File: src/hdl/jlh_pkg.sv
// ----------------------------------------------------------------------------
// jlh_pkg
// Shared types and constants for the streaming lookup2 hash block.
// ----------------------------------------------------------------------------
package jlh_pkg;

  localparam logic [31:0] GOLDEN   = 32'h9e3779b9;
  localparam int          MIX_ROWS = 9;
  localparam int          RND_W    = 4;

  // byte positions inside a 12-byte block
  localparam logic [3:0] POS_B    = 4'd4;
  localparam logic [3:0] POS_C    = 4'd8;
  localparam logic [3:0] POS_LAST = 4'd11;

  // job handed from the front end to the mix engine
  typedef struct packed {
    logic        load;   // reload a/b/c before anything else
    logic [31:0] init;
    logic        mix;    // full block: add words, then mix into state
    logic        fin;    // key end: final mix on a copy, emit c
    logic [31:0] wa;
    logic [31:0] wb;
    logic [31:0] wc;
    logic [31:0] cnt;    // byte count at key end
  } jlh_job_t;

  typedef enum logic [1:0] {
    BK_IDLE,
    BK_MIX,
    BK_FADD,
    BK_FIN
  } jlh_state_t;

  typedef enum logic [1:0] {
    TGT_A,
    TGT_B,
    TGT_C
  } jlh_tgt_t;

  typedef struct packed {
    jlh_tgt_t   tgt;
    logic [4:0] shamt;
  } jlh_row_t;

  // one row of the mix: target word and shift amount (b rows shift left)
  function automatic jlh_row_t jlh_row(input logic [RND_W-1:0] rnd);
    jlh_row_t r;
    unique case (rnd)
      4'd0:    r = '{TGT_A, 5'd13};
      4'd1:    r = '{TGT_B, 5'd8};
      4'd2:    r = '{TGT_C, 5'd13};
      4'd3:    r = '{TGT_A, 5'd12};
      4'd4:    r = '{TGT_B, 5'd16};
      4'd5:    r = '{TGT_C, 5'd5};
      4'd6:    r = '{TGT_A, 5'd3};
      4'd7:    r = '{TGT_B, 5'd10};
      4'd8:    r = '{TGT_C, 5'd15};
      default: r = '{TGT_A, 5'd0};
    endcase
    return r;
  endfunction

endpackage

File: src/hdl/jlh_in_if.sv
// ----------------------------------------------------------------------------
// jlh_in_if
// Key byte channel: valid/ready plus one key byte and its framing flags.
// ----------------------------------------------------------------------------
interface jlh_in_if;
  logic        valid;
  logic        ready;
  logic [7:0]  data_byte;
  logic        byte_valid;
  logic        key_start;
  logic        key_end;
  logic [31:0] init_value;

  modport source (output valid, data_byte, byte_valid, key_start, key_end, init_value,
                  input ready);
  modport sink   (input valid, data_byte, byte_valid, key_start, key_end, init_value,
                  output ready);
endinterface

File: src/hdl/jlh_out_if.sv
// ----------------------------------------------------------------------------
// jlh_out_if
// Hash result channel: valid/ready plus the 32-bit hash.
// ----------------------------------------------------------------------------
interface jlh_out_if;
  logic        valid;
  logic        ready;
  logic [31:0] hash_value;

  modport source (output valid, hash_value, input ready);
  modport sink   (input valid, hash_value, output ready);
endinterface

File: src/hdl/jlh_front.sv
// ----------------------------------------------------------------------------
// jlh_front
// Byte collector: packs key bytes little-endian into block words and emits
// a job at key start, at each full block and at key end.
// ----------------------------------------------------------------------------
module jlh_front (
  input  logic               clk,
  input  logic               rst_n,
  jlh_in_if.sink             in_ch,
  input  logic               q_full,
  output logic               q_push,
  output jlh_pkg::jlh_job_t  q_job
);

  logic [3:0]  pos_r,  pos_nxt;
  logic [31:0] wa_r,   wa_nxt;
  logic [31:0] wb_r,   wb_nxt;
  logic [23:0] pend_r, pend_nxt;
  logic [31:0] cnt_r,  cnt_nxt;

  logic        accept;
  logic        start;
  logic        take;
  logic [3:0]  base_pos;
  logic [31:0] base_wa, base_wb, base_cnt;
  logic [23:0] base_pend;
  logic [31:0] byte_sh;
  logic        blk_done;
  logic [31:0] new_wa, new_wb;
  logic [23:0] new_pend;

  assign in_ch.ready = !q_full;
  assign accept      = in_ch.valid && in_ch.ready;
  assign start       = in_ch.key_start;
  assign take        = in_ch.byte_valid;

  always_comb begin
    base_pos  = start ? 4'd0  : pos_r;
    base_wa   = start ? 32'd0 : wa_r;
    base_wb   = start ? 32'd0 : wb_r;
    base_pend = start ? 24'd0 : pend_r;
    base_cnt  = start ? 32'd0 : cnt_r;

    byte_sh  = {24'd0, in_ch.data_byte} << {base_pos[1:0], 3'b000};
    blk_done = take && (base_pos == jlh_pkg::POS_LAST);

    new_wa   = base_wa;
    new_wb   = base_wb;
    new_pend = base_pend;
    if (take) begin
      if (base_pos < jlh_pkg::POS_B) begin
        new_wa = base_wa | byte_sh;
      end else if (base_pos < jlh_pkg::POS_C) begin
        new_wb = base_wb | byte_sh;
      end else if (!blk_done) begin
        new_pend = base_pend | byte_sh[23:0];
      end
    end

    cnt_nxt = base_cnt + {31'd0, take};
    if (blk_done) begin
      pos_nxt  = 4'd0;
      wa_nxt   = 32'd0;
      wb_nxt   = 32'd0;
      pend_nxt = 24'd0;
    end else begin
      pos_nxt  = take ? base_pos + 4'd1 : base_pos;
      wa_nxt   = new_wa;
      wb_nxt   = new_wb;
      pend_nxt = new_pend;
    end
  end

  // tail c bytes sit one byte up: the low byte of c carries the length
  always_comb begin
    q_push     = accept && (start || blk_done || in_ch.key_end);
    q_job.load = start;
    q_job.init = in_ch.init_value;
    q_job.mix  = blk_done;
    q_job.fin  = in_ch.key_end;
    q_job.wa   = new_wa;
    q_job.wb   = new_wb;
    q_job.wc   = blk_done ? {in_ch.data_byte, base_pend} : {new_pend, 8'd0};
    q_job.cnt  = cnt_nxt;
  end

  always_ff @(posedge clk) begin
    if (!rst_n) begin
      pos_r  <= 4'd0;
      wa_r   <= 32'd0;
      wb_r   <= 32'd0;
      pend_r <= 24'd0;
      cnt_r  <= 32'd0;
    end else if (accept) begin
      pos_r  <= pos_nxt;
      wa_r   <= wa_nxt;
      wb_r   <= wb_nxt;
      pend_r <= pend_nxt;
      cnt_r  <= cnt_nxt;
    end
  end

endmodule

File: src/hdl/jlh_fifo.sv
// ----------------------------------------------------------------------------
// jlh_fifo
// Short job queue between the byte collector and the mix engine.
// ----------------------------------------------------------------------------
module jlh_fifo #(
  parameter int DEPTH = 4
) (
  input  logic               clk,
  input  logic               rst_n,
  input  logic               push,
  input  jlh_pkg::jlh_job_t  push_job,
  output logic               full,
  input  logic               pop,
  output jlh_pkg::jlh_job_t  pop_job,
  output logic               empty
);

  localparam int PW = (DEPTH > 1) ? $clog2(DEPTH) : 1;
  localparam int CW = $clog2(DEPTH + 1);

  jlh_pkg::jlh_job_t mem [DEPTH];

  logic [PW-1:0] wr_r, wr_nxt;
  logic [PW-1:0] rd_r, rd_nxt;
  logic [CW-1:0] cnt_r, cnt_nxt;
  logic          do_push, do_pop;

  assign full    = (cnt_r == CW'(DEPTH));
  assign empty   = (cnt_r == '0);
  assign do_push = push && !full;
  assign do_pop  = pop && !empty;
  assign pop_job = mem[rd_r];

  always_comb begin
    wr_nxt = wr_r;
    rd_nxt = rd_r;
    if (do_push) begin
      wr_nxt = (wr_r == PW'(DEPTH - 1)) ? '0 : wr_r + PW'(1);
    end
    if (do_pop) begin
      rd_nxt = (rd_r == PW'(DEPTH - 1)) ? '0 : rd_r + PW'(1);
    end
    cnt_nxt = cnt_r + CW'(do_push) - CW'(do_pop);
  end

  always_ff @(posedge clk) begin
    if (do_push) begin
      mem[wr_r] <= push_job;
    end
  end

  always_ff @(posedge clk) begin
    if (!rst_n) begin
      wr_r  <= '0;
      rd_r  <= '0;
      cnt_r <= '0;
    end else begin
      wr_r  <= wr_nxt;
      rd_r  <= rd_nxt;
      cnt_r <= cnt_nxt;
    end
  end

endmodule

File: src/hdl/jlh_back.sv
// ----------------------------------------------------------------------------
// jlh_back
// Mix engine: holds a/b/c, runs the lookup2 mix one row per cycle (the last
// final row waits on a stalled output) and drives the registered hash output.
// ----------------------------------------------------------------------------
module jlh_back (
  input  logic               clk,
  input  logic               rst_n,
  input  logic               q_empty,
  input  jlh_pkg::jlh_job_t  q_job,
  output logic               q_pop,
  jlh_out_if.source          out_ch
);

  localparam int RW = jlh_pkg::RND_W;

  jlh_pkg::jlh_state_t state_r, state_nxt;

  logic [31:0]   sa_r, sa_nxt, sb_r, sb_nxt, sc_r, sc_nxt;
  logic [31:0]   x_r, x_nxt, y_r, y_nxt, z_r, z_nxt;
  logic [RW-1:0] rnd_r, rnd_nxt;
  logic          fin_r, fin_nxt;
  logic [31:0]   cnt_r, cnt_nxt;
  logic          ov_r, ov_nxt;
  logic [31:0]   hash_r, hash_nxt;

  jlh_pkg::jlh_row_t row;
  logic [31:0]   rx, ry, rz;
  logic          last;
  logic          can_out;
  logic [31:0]   ba, bb, bc;

  assign last    = (rnd_r == RW'(jlh_pkg::MIX_ROWS - 1));
  assign can_out = !ov_r || out_ch.ready;
  assign out_ch.valid      = ov_r;
  assign out_ch.hash_value = hash_r;

  // one row of the mix
  always_comb begin
    row = jlh_pkg::jlh_row(rnd_r);
    rx  = x_r;
    ry  = y_r;
    rz  = z_r;
    unique case (row.tgt)
      jlh_pkg::TGT_A: rx = (x_r - y_r - z_r) ^ (z_r >> row.shamt);
      jlh_pkg::TGT_B: ry = (y_r - z_r - x_r) ^ (x_r << row.shamt);
      jlh_pkg::TGT_C: rz = (z_r - x_r - y_r) ^ (y_r >> row.shamt);
      default:        rx = x_r;
    endcase
  end

  always_comb begin
    ba = q_job.load ? jlh_pkg::GOLDEN : sa_r;
    bb = q_job.load ? jlh_pkg::GOLDEN : sb_r;
    bc = q_job.load ? q_job.init      : sc_r;
  end

  // next state
  always_comb begin
    state_nxt = state_r;
    unique case (state_r)
      jlh_pkg::BK_IDLE: begin
        if (!q_empty) begin
          if (q_job.mix) begin
            state_nxt = jlh_pkg::BK_MIX;
          end else if (q_job.fin) begin
            state_nxt = jlh_pkg::BK_FIN;
          end
        end
      end
      jlh_pkg::BK_MIX: begin
        if (last) begin
          state_nxt = fin_r ? jlh_pkg::BK_FADD : jlh_pkg::BK_IDLE;
        end
      end
      jlh_pkg::BK_FADD: state_nxt = jlh_pkg::BK_FIN;
      jlh_pkg::BK_FIN: begin
        if (last && can_out) begin
          state_nxt = jlh_pkg::BK_IDLE;
        end
      end
      default: state_nxt = jlh_pkg::BK_IDLE;
    endcase
  end

  // datapath and outputs
  always_comb begin
    q_pop    = 1'b0;
    sa_nxt   = sa_r;
    sb_nxt   = sb_r;
    sc_nxt   = sc_r;
    x_nxt    = x_r;
    y_nxt    = y_r;
    z_nxt    = z_r;
    rnd_nxt  = rnd_r;
    fin_nxt  = fin_r;
    cnt_nxt  = cnt_r;
    hash_nxt = hash_r;
    ov_nxt   = ov_r && !out_ch.ready;
    unique case (state_r)
      jlh_pkg::BK_IDLE: begin
        if (!q_empty) begin
          q_pop   = 1'b1;
          sa_nxt  = ba;
          sb_nxt  = bb;
          sc_nxt  = bc;
          x_nxt   = ba + q_job.wa;
          y_nxt   = bb + q_job.wb;
          z_nxt   = q_job.mix ? bc + q_job.wc : bc + q_job.wc + q_job.cnt;
          rnd_nxt = '0;
          fin_nxt = q_job.fin;
          cnt_nxt = q_job.cnt;
        end
      end
      jlh_pkg::BK_MIX: begin
        x_nxt   = rx;
        y_nxt   = ry;
        z_nxt   = rz;
        rnd_nxt = last ? '0 : rnd_r + RW'(1);
        if (last) begin
          sa_nxt = rx;
          sb_nxt = ry;
          sc_nxt = rz;
        end
      end
      jlh_pkg::BK_FADD: begin
        z_nxt   = z_r + cnt_r;
        rnd_nxt = '0;
      end
      jlh_pkg::BK_FIN: begin
        if (!last) begin
          x_nxt   = rx;
          y_nxt   = ry;
          z_nxt   = rz;
          rnd_nxt = rnd_r + RW'(1);
        end else if (can_out) begin
          hash_nxt = rz;
          ov_nxt   = 1'b1;
        end
      end
      default: q_pop = 1'b0;
    endcase
  end

  always_ff @(posedge clk) begin
    if (!rst_n) begin
      state_r <= jlh_pkg::BK_IDLE;
      sa_r    <= 32'd0;
      sb_r    <= 32'd0;
      sc_r    <= 32'd0;
      rnd_r   <= '0;
      fin_r   <= 1'b0;
      ov_r    <= 1'b0;
    end else begin
      state_r <= state_nxt;
      sa_r    <= sa_nxt;
      sb_r    <= sb_nxt;
      sc_r    <= sc_nxt;
      rnd_r   <= rnd_nxt;
      fin_r   <= fin_nxt;
      ov_r    <= ov_nxt;
    end
  end

  always_ff @(posedge clk) begin
    x_r    <= x_nxt;
    y_r    <= y_nxt;
    z_r    <= z_nxt;
    cnt_r  <= cnt_nxt;
    hash_r <= hash_nxt;
  end

  a_fadd_state: assert property (@(posedge clk) disable iff (!rst_n)
    state_r == jlh_pkg::BK_FADD |-> (x_r == sa_r) && (y_r == sb_r))
    else $error("final copy of a/b differs from held state");

  a_mix_done: assert property (@(posedge clk) disable iff (!rst_n)
    (state_r == jlh_pkg::BK_MIX) && last && !fin_r |=> state_r == jlh_pkg::BK_IDLE)
    else $error("block mix did not return to idle");

  a_out_src: assert property (@(posedge clk) disable iff (!rst_n)
    $rose(ov_r) |-> $past(state_r == jlh_pkg::BK_FIN && last))
    else $error("result raised outside final mix");

  a_rnd_range: assert property (@(posedge clk) disable iff (!rst_n)
    state_r != jlh_pkg::BK_IDLE |-> rnd_r <= RW'(jlh_pkg::MIX_ROWS - 1))
    else $error("mix row counter overran");

endmodule

File: src/hdl/jenkins_lookup2_hash_top.sv
// ----------------------------------------------------------------------------
// jenkins_lookup2_hash_top
// Streaming 32-bit lookup2 hash: byte collector, job queue, mix engine.
// ----------------------------------------------------------------------------
//  channel  | dir | payload                                           | transfer
//  in_ch    | in  | data_byte, byte_valid, key_start, key_end, init   | one key item
//  out_ch   | out | hash_value                                        | one hash per key end
//
//  Items are taken one per cycle while the job queue has room.
//  A full 12-byte block costs an add and 9 mix rows in the mix engine,
//  so long keys stream at one byte per cycle; each key end costs a final
//  add and 9 more rows in the same engine, also when it completes a
//  block; a key start without key end costs only its load step.
//  Reset is synchronous and clears a/b/c, the collector's byte count, the row counter and the queue; no sweep.
//  A stalled output holds the engine only at its last final-mix row; input
//  stalls only when the queue is full.
// ----------------------------------------------------------------------------
module jenkins_lookup2_hash_top #(
  parameter int QUEUE_DEPTH = 4
) (
  input  logic        clk,
  input  logic        rst_n,
  jlh_in_if.sink      in_ch,
  jlh_out_if.source   out_ch
);

  jlh_pkg::jlh_job_t push_job, pop_job;
  logic              q_push, q_full, q_pop, q_empty;

  jlh_front u_front (
    .clk    (clk),
    .rst_n  (rst_n),
    .in_ch  (in_ch),
    .q_full (q_full),
    .q_push (q_push),
    .q_job  (push_job)
  );

  jlh_fifo #(
    .DEPTH (QUEUE_DEPTH)
  ) u_fifo (
    .clk      (clk),
    .rst_n    (rst_n),
    .push     (q_push),
    .push_job (push_job),
    .full     (q_full),
    .pop      (q_pop),
    .pop_job  (pop_job),
    .empty    (q_empty)
  );

  jlh_back u_back (
    .clk     (clk),
    .rst_n   (rst_n),
    .q_empty (q_empty),
    .q_job   (pop_job),
    .q_pop   (q_pop),
    .out_ch  (out_ch)
  );

endmodule
File: src/flat_wrapper.sv
// flat-port wrapper written by rule: the top's interface ports become plain ports
module jenkins_lookup2_hash_top_flat 
#(
  parameter int QUEUE_DEPTH = 4
)
  (clk, rst_n, in_ch_valid, in_ch_data_byte, in_ch_byte_valid, in_ch_key_start, in_ch_key_end, in_ch_init_value, in_ch_ready, out_ch_valid, out_ch_hash_value, out_ch_ready);
  jlh_in_if in_ch_i ();
  jlh_out_if out_ch_i ();
  input  logic clk;
  input  logic rst_n;
  input wire logic [$bits(in_ch_i.valid)-1:0] in_ch_valid;
  input wire logic [$bits(in_ch_i.data_byte)-1:0] in_ch_data_byte;
  input wire logic [$bits(in_ch_i.byte_valid)-1:0] in_ch_byte_valid;
  input wire logic [$bits(in_ch_i.key_start)-1:0] in_ch_key_start;
  input wire logic [$bits(in_ch_i.key_end)-1:0] in_ch_key_end;
  input wire logic [$bits(in_ch_i.init_value)-1:0] in_ch_init_value;
  output wire logic [$bits(in_ch_i.ready)-1:0] in_ch_ready;
  output wire logic [$bits(out_ch_i.valid)-1:0] out_ch_valid;
  output wire logic [$bits(out_ch_i.hash_value)-1:0] out_ch_hash_value;
  input wire logic [$bits(out_ch_i.ready)-1:0] out_ch_ready;
  assign in_ch_i.valid = in_ch_valid;
  assign in_ch_i.data_byte = in_ch_data_byte;
  assign in_ch_i.byte_valid = in_ch_byte_valid;
  assign in_ch_i.key_start = in_ch_key_start;
  assign in_ch_i.key_end = in_ch_key_end;
  assign in_ch_i.init_value = in_ch_init_value;
  assign in_ch_ready = in_ch_i.ready;
  assign out_ch_valid = out_ch_i.valid;
  assign out_ch_hash_value = out_ch_i.hash_value;
  assign out_ch_i.ready = out_ch_ready;
  jenkins_lookup2_hash_top #(.QUEUE_DEPTH(QUEUE_DEPTH)) u_core (.clk(clk), .rst_n(rst_n), .in_ch(in_ch_i), .out_ch(out_ch_i));
endmodule
File: config.mk
export PLATFORM = sky130hd
export DESIGN_NAME = jenkins_lookup2_hash_top_flat
export DESIGN_NICKNAME = d
export VERILOG_FILES = /design/src/hdl/jlh_pkg.sv /design/src/hdl/jlh_in_if.sv /design/src/hdl/jlh_out_if.sv /design/src/hdl/jlh_front.sv /design/src/hdl/jlh_fifo.sv /design/src/hdl/jlh_back.sv /design/src/hdl/jenkins_lookup2_hash_top.sv /design/src/flat_wrapper.sv
export SDC_FILE = /design/constraint.sdc
export NUM_CORES = 2
export LEC_CHECK = 0
export ABC_AREA = 1
export BUFFER_PORTS_ARGS = -buffer_cell sky130_fd_sc_hd__buf_4
export CORE_ASPECT_RATIO = 1.75
export CORE_MARGIN = 3
export CORE_UTILIZATION = 44
export CTS_CLUSTER_DIAMETER = 200
export DETAILED_ROUTE_END_ITERATION = 16
export PLACE_DENSITY_LB_ADDON = 0.15
export SLEW_MARGIN = 20
export SYNTH_ARGS = -nofsm -noshare
export SYNTH_HDL_FRONTEND = slang
export SYNTH_SLANG_ARGS = --single-unit
File: constraint.sdc
create_clock -name clk -period 9.28 [get_ports clk]
set_input_delay 0.464 -clock clk [delete_from_list [all_inputs] [get_ports clk]]
set_output_delay 0.464 -clock clk [all_outputs]
set_load 0.03 [all_outputs]
# Word level (Yosys, flattened, before mapping)
# Memory sizes are Yosys's and may differ from the RTL's. A register that Yosys moved wholly into a read port is not among the register bits.
# Cells that the tools add are included.
[word_totals] register_bits=395 ramBits=652 rom_bits=112 output_inout_bits=34 n_memories=2
[op_classes] n_addsub=18 magnitude_cmp=2 n_eq_ne=15 shift=4 muxes=68 bitwise_logic=7 n_reduce_logical=25
[memory_table] memory="u_core.u_fifo.mem" words=4 word_bits=163 read_ports=1 rd_clocked_by_memory_dff=1 write_ports=1 line_no="jlh_fifo.sv:21" source="jlh_pkg::jlh_job_t mem [DEPTH];"
[memory_table] memory="(name not given)" words=16 word_bits=7 read_ports=1 rd_clocked_by_memory_dff=1 write_ports=0 line_no="jlh_pkg.sv:49" source="unique case (rnd)"
[ops] op="$mux 32" count=30
[ops] op="$pmux 32 s2" count=3
[ops] op="$pmux 32 s3" count=2
[ops] op="$sub 32x32->32" count=6
[ops] op="$add 32x32->32" count=5
[ops] op="$pmux 32 s4" count=1
[ops] op="$mux 24" count=5
[ops] op="$xor 32x32->32" count=3
[ops] op="$or 32x32->32" count=2
[ops] op="$shr 32x5->32" count=2
[ops] op="$add 32x1->32" count=1
[ops] op="$mux 4" count=8
[ops] op="$shl 32x5->32" count=1
[ops] op="$shl 8x5->32" count=1
[ops] op="$or 24x24->24" count=1
[ops] op="$mux 2" count=10
[ops] op="$pmux 4 s4" count=1
[ops] op="$eq 2x2->1 const B" count=5
[ops] op="$reduce_and 3->1" count=3
[ops] op="$add 4x1->4 const B" count=2
[ops] op="$eq 4x4->1 const B" count=2
[ops] op="$ne 2x2->1 const B" count=4
[ops] op="$pmux 2 s4" count=1
[ops] op="$logic_and 1x1->1" count=7
[ops] op="other kinds (18)" count=33

# Longest topological paths before layout
[logic_depth] word_depth=9 mapped_depth=35

# Cells and area by module
# A second synthesis with hierarchy kept.
[hier_totals] cells_unflattened=9225 hier_area_um2=70025.9
[by_module_without_submodules] mod="jlh_back" n_inst=1 cells_each=6384 area_each_um2=38256.7 seq_area_each_um2=7026.7
[by_module_without_submodules] mod="jlh_fifo" n_inst=1 cells_each=1647 area_each_um2=24486.0 seq_area_each_um2=19759.0
[by_module_without_submodules] mod="jlh_front" n_inst=1 cells_each=1194 area_each_um2=7283.2 seq_area_each_um2=2482.4

# Worst setup path before layout
# No wires, ideal clock.
[synth_path] path_kind="input-to-reg" from="input port in_ch_key_start" to="memory u_core.u_fifo.mem[0][0] in the netlist's numbering, enable pin" setup_ps=689 arrival_ps=8977 setup_slack_ps=-386 cell_stages=10 n_path_buf=2 cell_sequence="inv_2 -> clkbuf_1 -> nand2_1 -> clkbuf_1 -> inv_1 -> ha_1 -> nand2_1 -> nor3_1 -> o31ai_2 -> nor2_1"
[synth_lines] element="from (decl)" line_no="flat_wrapper.sv:14" source="input wire logic [$bits(in_ch_i.key_start)-1:0] in_ch_key_start;"
[synth_lines] element="to (decl)" line_no="jlh_fifo.sv:21"

==> results_tabular.tex <==
\begin{tabular}{lr}
\hline
Metric & Value \\
\hline
\multicolumn{2}{l}{\textbf{Yosys}} \\
Synth top cells by count & 1713 x sky130\_fd\_sc\_hd\_\_nand2\_1, 844 x sky130\_fd\_sc\_hd\_\_o21ai\_0, 812 x sky130\_fd\_sc\_hd\_\_edfxtp\_1, 790 x sky130\_fd\_sc\_hd\_\_nor2\_1, 643 x sky130\_fd\_sc\_hd\_\_inv\_1 \\
Synth area leader & sky130\_fd\_sc\_hd\_\_edfxtp\_1 \\
Mapped Cells & 7873 \\
Synth top area share & 37.2\% \\
Area contributors post-synth & sky130\_fd\_sc\_hd\_\_edfxtp\_1 37\%, sky130\_fd\_sc\_hd\_\_nand2\_1 9.8\%, sky130\_fd\_sc\_hd\_\_dfxtp\_1 7.5\% \\
Synth warn & 0 \\
Share of synthesized registers carrying an async set or reset & 0\% \\
Syn Nets & 8288 \\
Syn\_area\_per\_cell & 8.32 um2 \\
Number of enable flip-flop cells after synthesis & 812 \\
Library cells used by synthesis & 71 \\
Cell area after synthesis & 0.0655 mm2 \\
Cell with the most instances after synthesis & sky130\_fd\_sc\_hd\_\_nand2\_1 \\
Top flip-flop cell by instance count after synthesis & sky130\_fd\_sc\_hd\_\_edfxtp\_1 \\
Register bit count reported by yosys & 1056 \\
Sequential element share of the synthesized area & 44.7\% \\
\multicolumn{2}{l}{\textbf{Timing}} \\
Worst-Margin Slew & 1.35 ns \\
Worst clock skew & 0.0857 ns \\
Unrepaired setup endpoints after global routing & false \\
Worst slew margin & 8.98\% \\
Post-layout minimum cycle time & 6.67 ns \\
Final setup TNS & 0 ns \\
Final period utilization & 71.9\% \\
Final setup vio count & 0 \\
Max Transition Viols Final & 0 \\
Maximum clock rate & 0.150 GHz \\
Final hold violation count & 0 \\
\multicolumn{2}{l}{\textbf{Worst setup path}} \\
Critical path type & reg -> reg \\
CP Launch Type & flip-flop \\
Number of buffer and inverter instances along the worst setup path & 2 \\
Delay-heaviest family, CP & compound AO/OA/AOI/OAI gates \\
Biggest cell delay along the critical path & 0.59 ns \\
Most repeated library cell on the critical path & sky130\_fd\_sc\_hd\_\_nand2\_1 \\
Critical-path cell list & buf\_4 -> nand2\_1 -> a32oi\_4 -> buf\_4 -> nor2\_1 -> a31oi\_1 -> ha\_1 -> or2\_1 -> nand3\_1 -> nand2\_1 -> xor2\_1 -> ha\_1 -> a21oi\_1 -> o21ai\_0 -> a21oi\_1 -> o21ai\_1 -> a21oi\_1 -> o21ai\_1 -> nand3\_1 -> nand3\_1 -> nand2\_1 -> nand3\_1 -> nand2\_1 -> nand2\_1 \\
Data required time at the worst endpoint & 9.74 ns \\
WP data arrival & 7.14 ns \\
Crit-path max FO & 51 \\
Register-to-Register Setup Slack & 2.61 ns \\
Crit. End Element & flip-flop \\
Slowest cell on the critical path & sky130\_fd\_sc\_hd\_\_a32oi\_4 \\
\multicolumn{2}{l}{\textbf{Global route}} \\
First-pass GRT wire length & 386 mm \\
Total global-route track usage & 34.7\% \\
Via count of the first global-routing pass & 55000 \\
Congestion Overflow GR & 0 \\
Initial antenna violation count & 10 \\
Largest net degree at the start of global routing & 145 \\
\multicolumn{2}{l}{\textbf{Cells and area}} \\
Area growth syn-to-layout & 9.53\% \\
Share of layout cells above drive strength 1 & 6.41\% \\
Final core utilization & 48.7\% \\
Filler instances & 14500 \\
Net count reported at finish & 8228 \\
Post-route cell area & 0.0717 mm2 \\
\multicolumn{2}{l}{\textbf{Detailed routing}} \\
Count of routing violations after the opening detailed-route iteration & 4835 \\
Total DRC errors in the routed layout & 0 \\
DRT Wirelength & 271 mm \\
Wire length per cell & 27.5 um \\
Final ANT Viol Nets & 0 \\
Total iterations of the first detailed-routing run & 6 \\
Via/cell ratio & 5.74 \\
Total via count in the routed design & 56700 \\
\multicolumn{2}{l}{\textbf{CTS}} \\
Hold\_buf cts & 32 \\
Clock buffers created by TritonCTS & 99 \\
Number of gates resized after cts & 0 \\
Worst-path clk slew & 0.06 ns \\
Largest buffer count on any clock path & 3 \\
Source-to-sink clock delay at the later pin of the worst-skew pair & 0.75 ns \\
Clk sinks & 1056 \\
Clock tree from TritonCTS & yes \\
H-Tree Level Count & 3 \\
Postcts setup bufs & 0 \\
CTS root buffer & sky130\_fd\_sc\_hd\_\_clkbuf\_16 \\
\multicolumn{2}{l}{\textbf{Floorplanning}} \\
Die footprint & 0.154 mm2 \\
Top-level I/O count & 81 \\
Starting density of the core & 44.5\% \\
Standard-cell rows & 186 \\
Die width & 298 um \\
Core Footprint & 0.147 mm2 \\
Height of the chip & 516 um \\
\multicolumn{2}{l}{\textbf{Placement}} \\
Post-DP HPWL & 206 mm \\
IO buf count & 80 \\
Post-Place Cell Area & 0.0679 mm2 \\
Final RePlAce weighted congestion & 1.07 \\
\multicolumn{2}{l}{\textbf{Hold path}} \\
Hold Crit Class & in -> reg \\
\multicolumn{2}{l}{\textbf{Outcome}} \\
Status & finished, final reports clean \\
\multicolumn{2}{l}{\textbf{Run}} \\
Max Cap Viol & 0 \\
\hline
\end{tabular}
sequential cells by signal, summed over array words and instances, names as in the netlist, 2 cells and up, named ones only:
name                             count
u_core.u_back.sc_r                  32
u_core.u_front.cnt_r                32
u_core.u_back.row                    7
u_core.u_fifo.wr_r                   2
u_core.u_back.cnt_r                 32
u_core.u_fifo.rd_r                   2
u_core.u_back.sa_r                  32
u_core.u_back.y_r                   32
u_core.u_back.rnd_r                  4
u_core.u_front.pend_r               24
u_core.u_back.z_r                   32
u_core.u_fifo.mem                  652
u_core.u_fifo.cnt_r                  3
u_core.u_front.wa_r                 32
u_core.u_front.pos_r                 4
u_core.u_back.state_r                2
u_core.u_back.out_ch.hash_value     32
u_core.u_back.x_r                   32
u_core.u_back.sb_r                  32
u_core.u_front.wb_r                 32
cell type report:
cell class / instances / area, um2 / area share, %
well taps: 1974 / 2470 / 3.44
multi-input cells: 5776 / 32200 / 44.9
flip-flops and latches: 1056 / 29300 / 40.8
clock inverters: 52 / 746 / 1.04
inverters: 663 / 2510 / 3.50
repair buffers: 217 / 1770 / 2.47
diodes: 7 / 17.5 / 0.0244
clock buffers: 135 / 2720 / 3.79
cells in the final DEF, fill, tap and decap left out, types with 69 or more instances in the layout:
cell / synthesis / routed
sky130_fd_sc_hd__nand2_1: 1713 / 1712
sky130_fd_sc_hd__a21oi_1: 605 / 604
sky130_fd_sc_hd__buf_4: 8 / 179
sky130_fd_sc_hd__inv_1: 643 / 641
sky130_fd_sc_hd__o21ai_1: 127 / 136
sky130_fd_sc_hd__xor2_1: 172 / 172
sky130_fd_sc_hd__ha_1: 269 / 269
sky130_fd_sc_hd__nor2_1: 790 / 776
sky130_fd_sc_hd__clkbuf_16: 0 / 100
sky130_fd_sc_hd__edfxtp_1: 812 / 812
sky130_fd_sc_hd__o211ai_1: 97 / 97
sky130_fd_sc_hd__a31oi_1: 69 / 69
sky130_fd_sc_hd__fa_1: 99 / 99
sky130_fd_sc_hd__xnor2_1: 119 / 119
sky130_fd_sc_hd__nand3_1: 253 / 252
sky130_fd_sc_hd__o22ai_1: 128 / 128
sky130_fd_sc_hd__dfxtp_1: 244 / 236
sky130_fd_sc_hd__or2_2: 71 / 71
sky130_fd_sc_hd__o21ai_0: 844 / 835
metal layers:
layer / part of all wire (%) / vias to the layer above / global-route usage (%) / wire, um
met5: 0.0048 / - / 0 / 13
met4: 8.7 / 2 / 25.7 / 23700
met2: 49 / 1894 / 60.6 / 134000
met3: 5.1 / 578 / 5.28 / 13800
met1: 37 / 27400 / 38.4 / 99700
li1: - / 26800 / - / -
final timing paths:
kind	endpoint	cells after the start	from
setup / recovery	u_core.u_back.z_r[28]	24	flip-flop
hold reg to reg	u_core.u_back.sa_r[12]	2	u_core.u_back.sa_r[12]
setup reg to reg	u_core.u_back.z_r[28]	24	flip-flop
hold / removal	u_core.u_fifo.mem[0][143]	1	in_ch_init_value[13]
stage by stage:
stage	worst slack (ns)	hold slack [ns]	cells
floorplan	-0.386	0.430	7873
global placement	2.72	0.444	9649
detailed placement	2.65	0.454	9650
CTS	2.64	0.0100	9869
global route	2.19	0.00873	9876
finish	2.61	0.0376	9880
cells by family (layout without fill, tap and decap cells):
group                    after synthesis  in the layout  synth area share (%)
multiplexers                          46             46                 0.703
other                                  0              7                     0
buffers and inverters               1041           1067                  6.30
XOR/XNOR                             291            291                  3.89
adder cells (fa/ha/maj)              368            368                  8.17
flip-flops                          1056           1056                  44.7
AND/OR/NAND/NOR                     3008           3008                  18.8
AO/OA/AOI/OAI                       2063           2063                  17.4
Power is left out: the tool's default activity adds up to more than one toggle a clock period on the data nets, which glitch-free logic cannot reach.
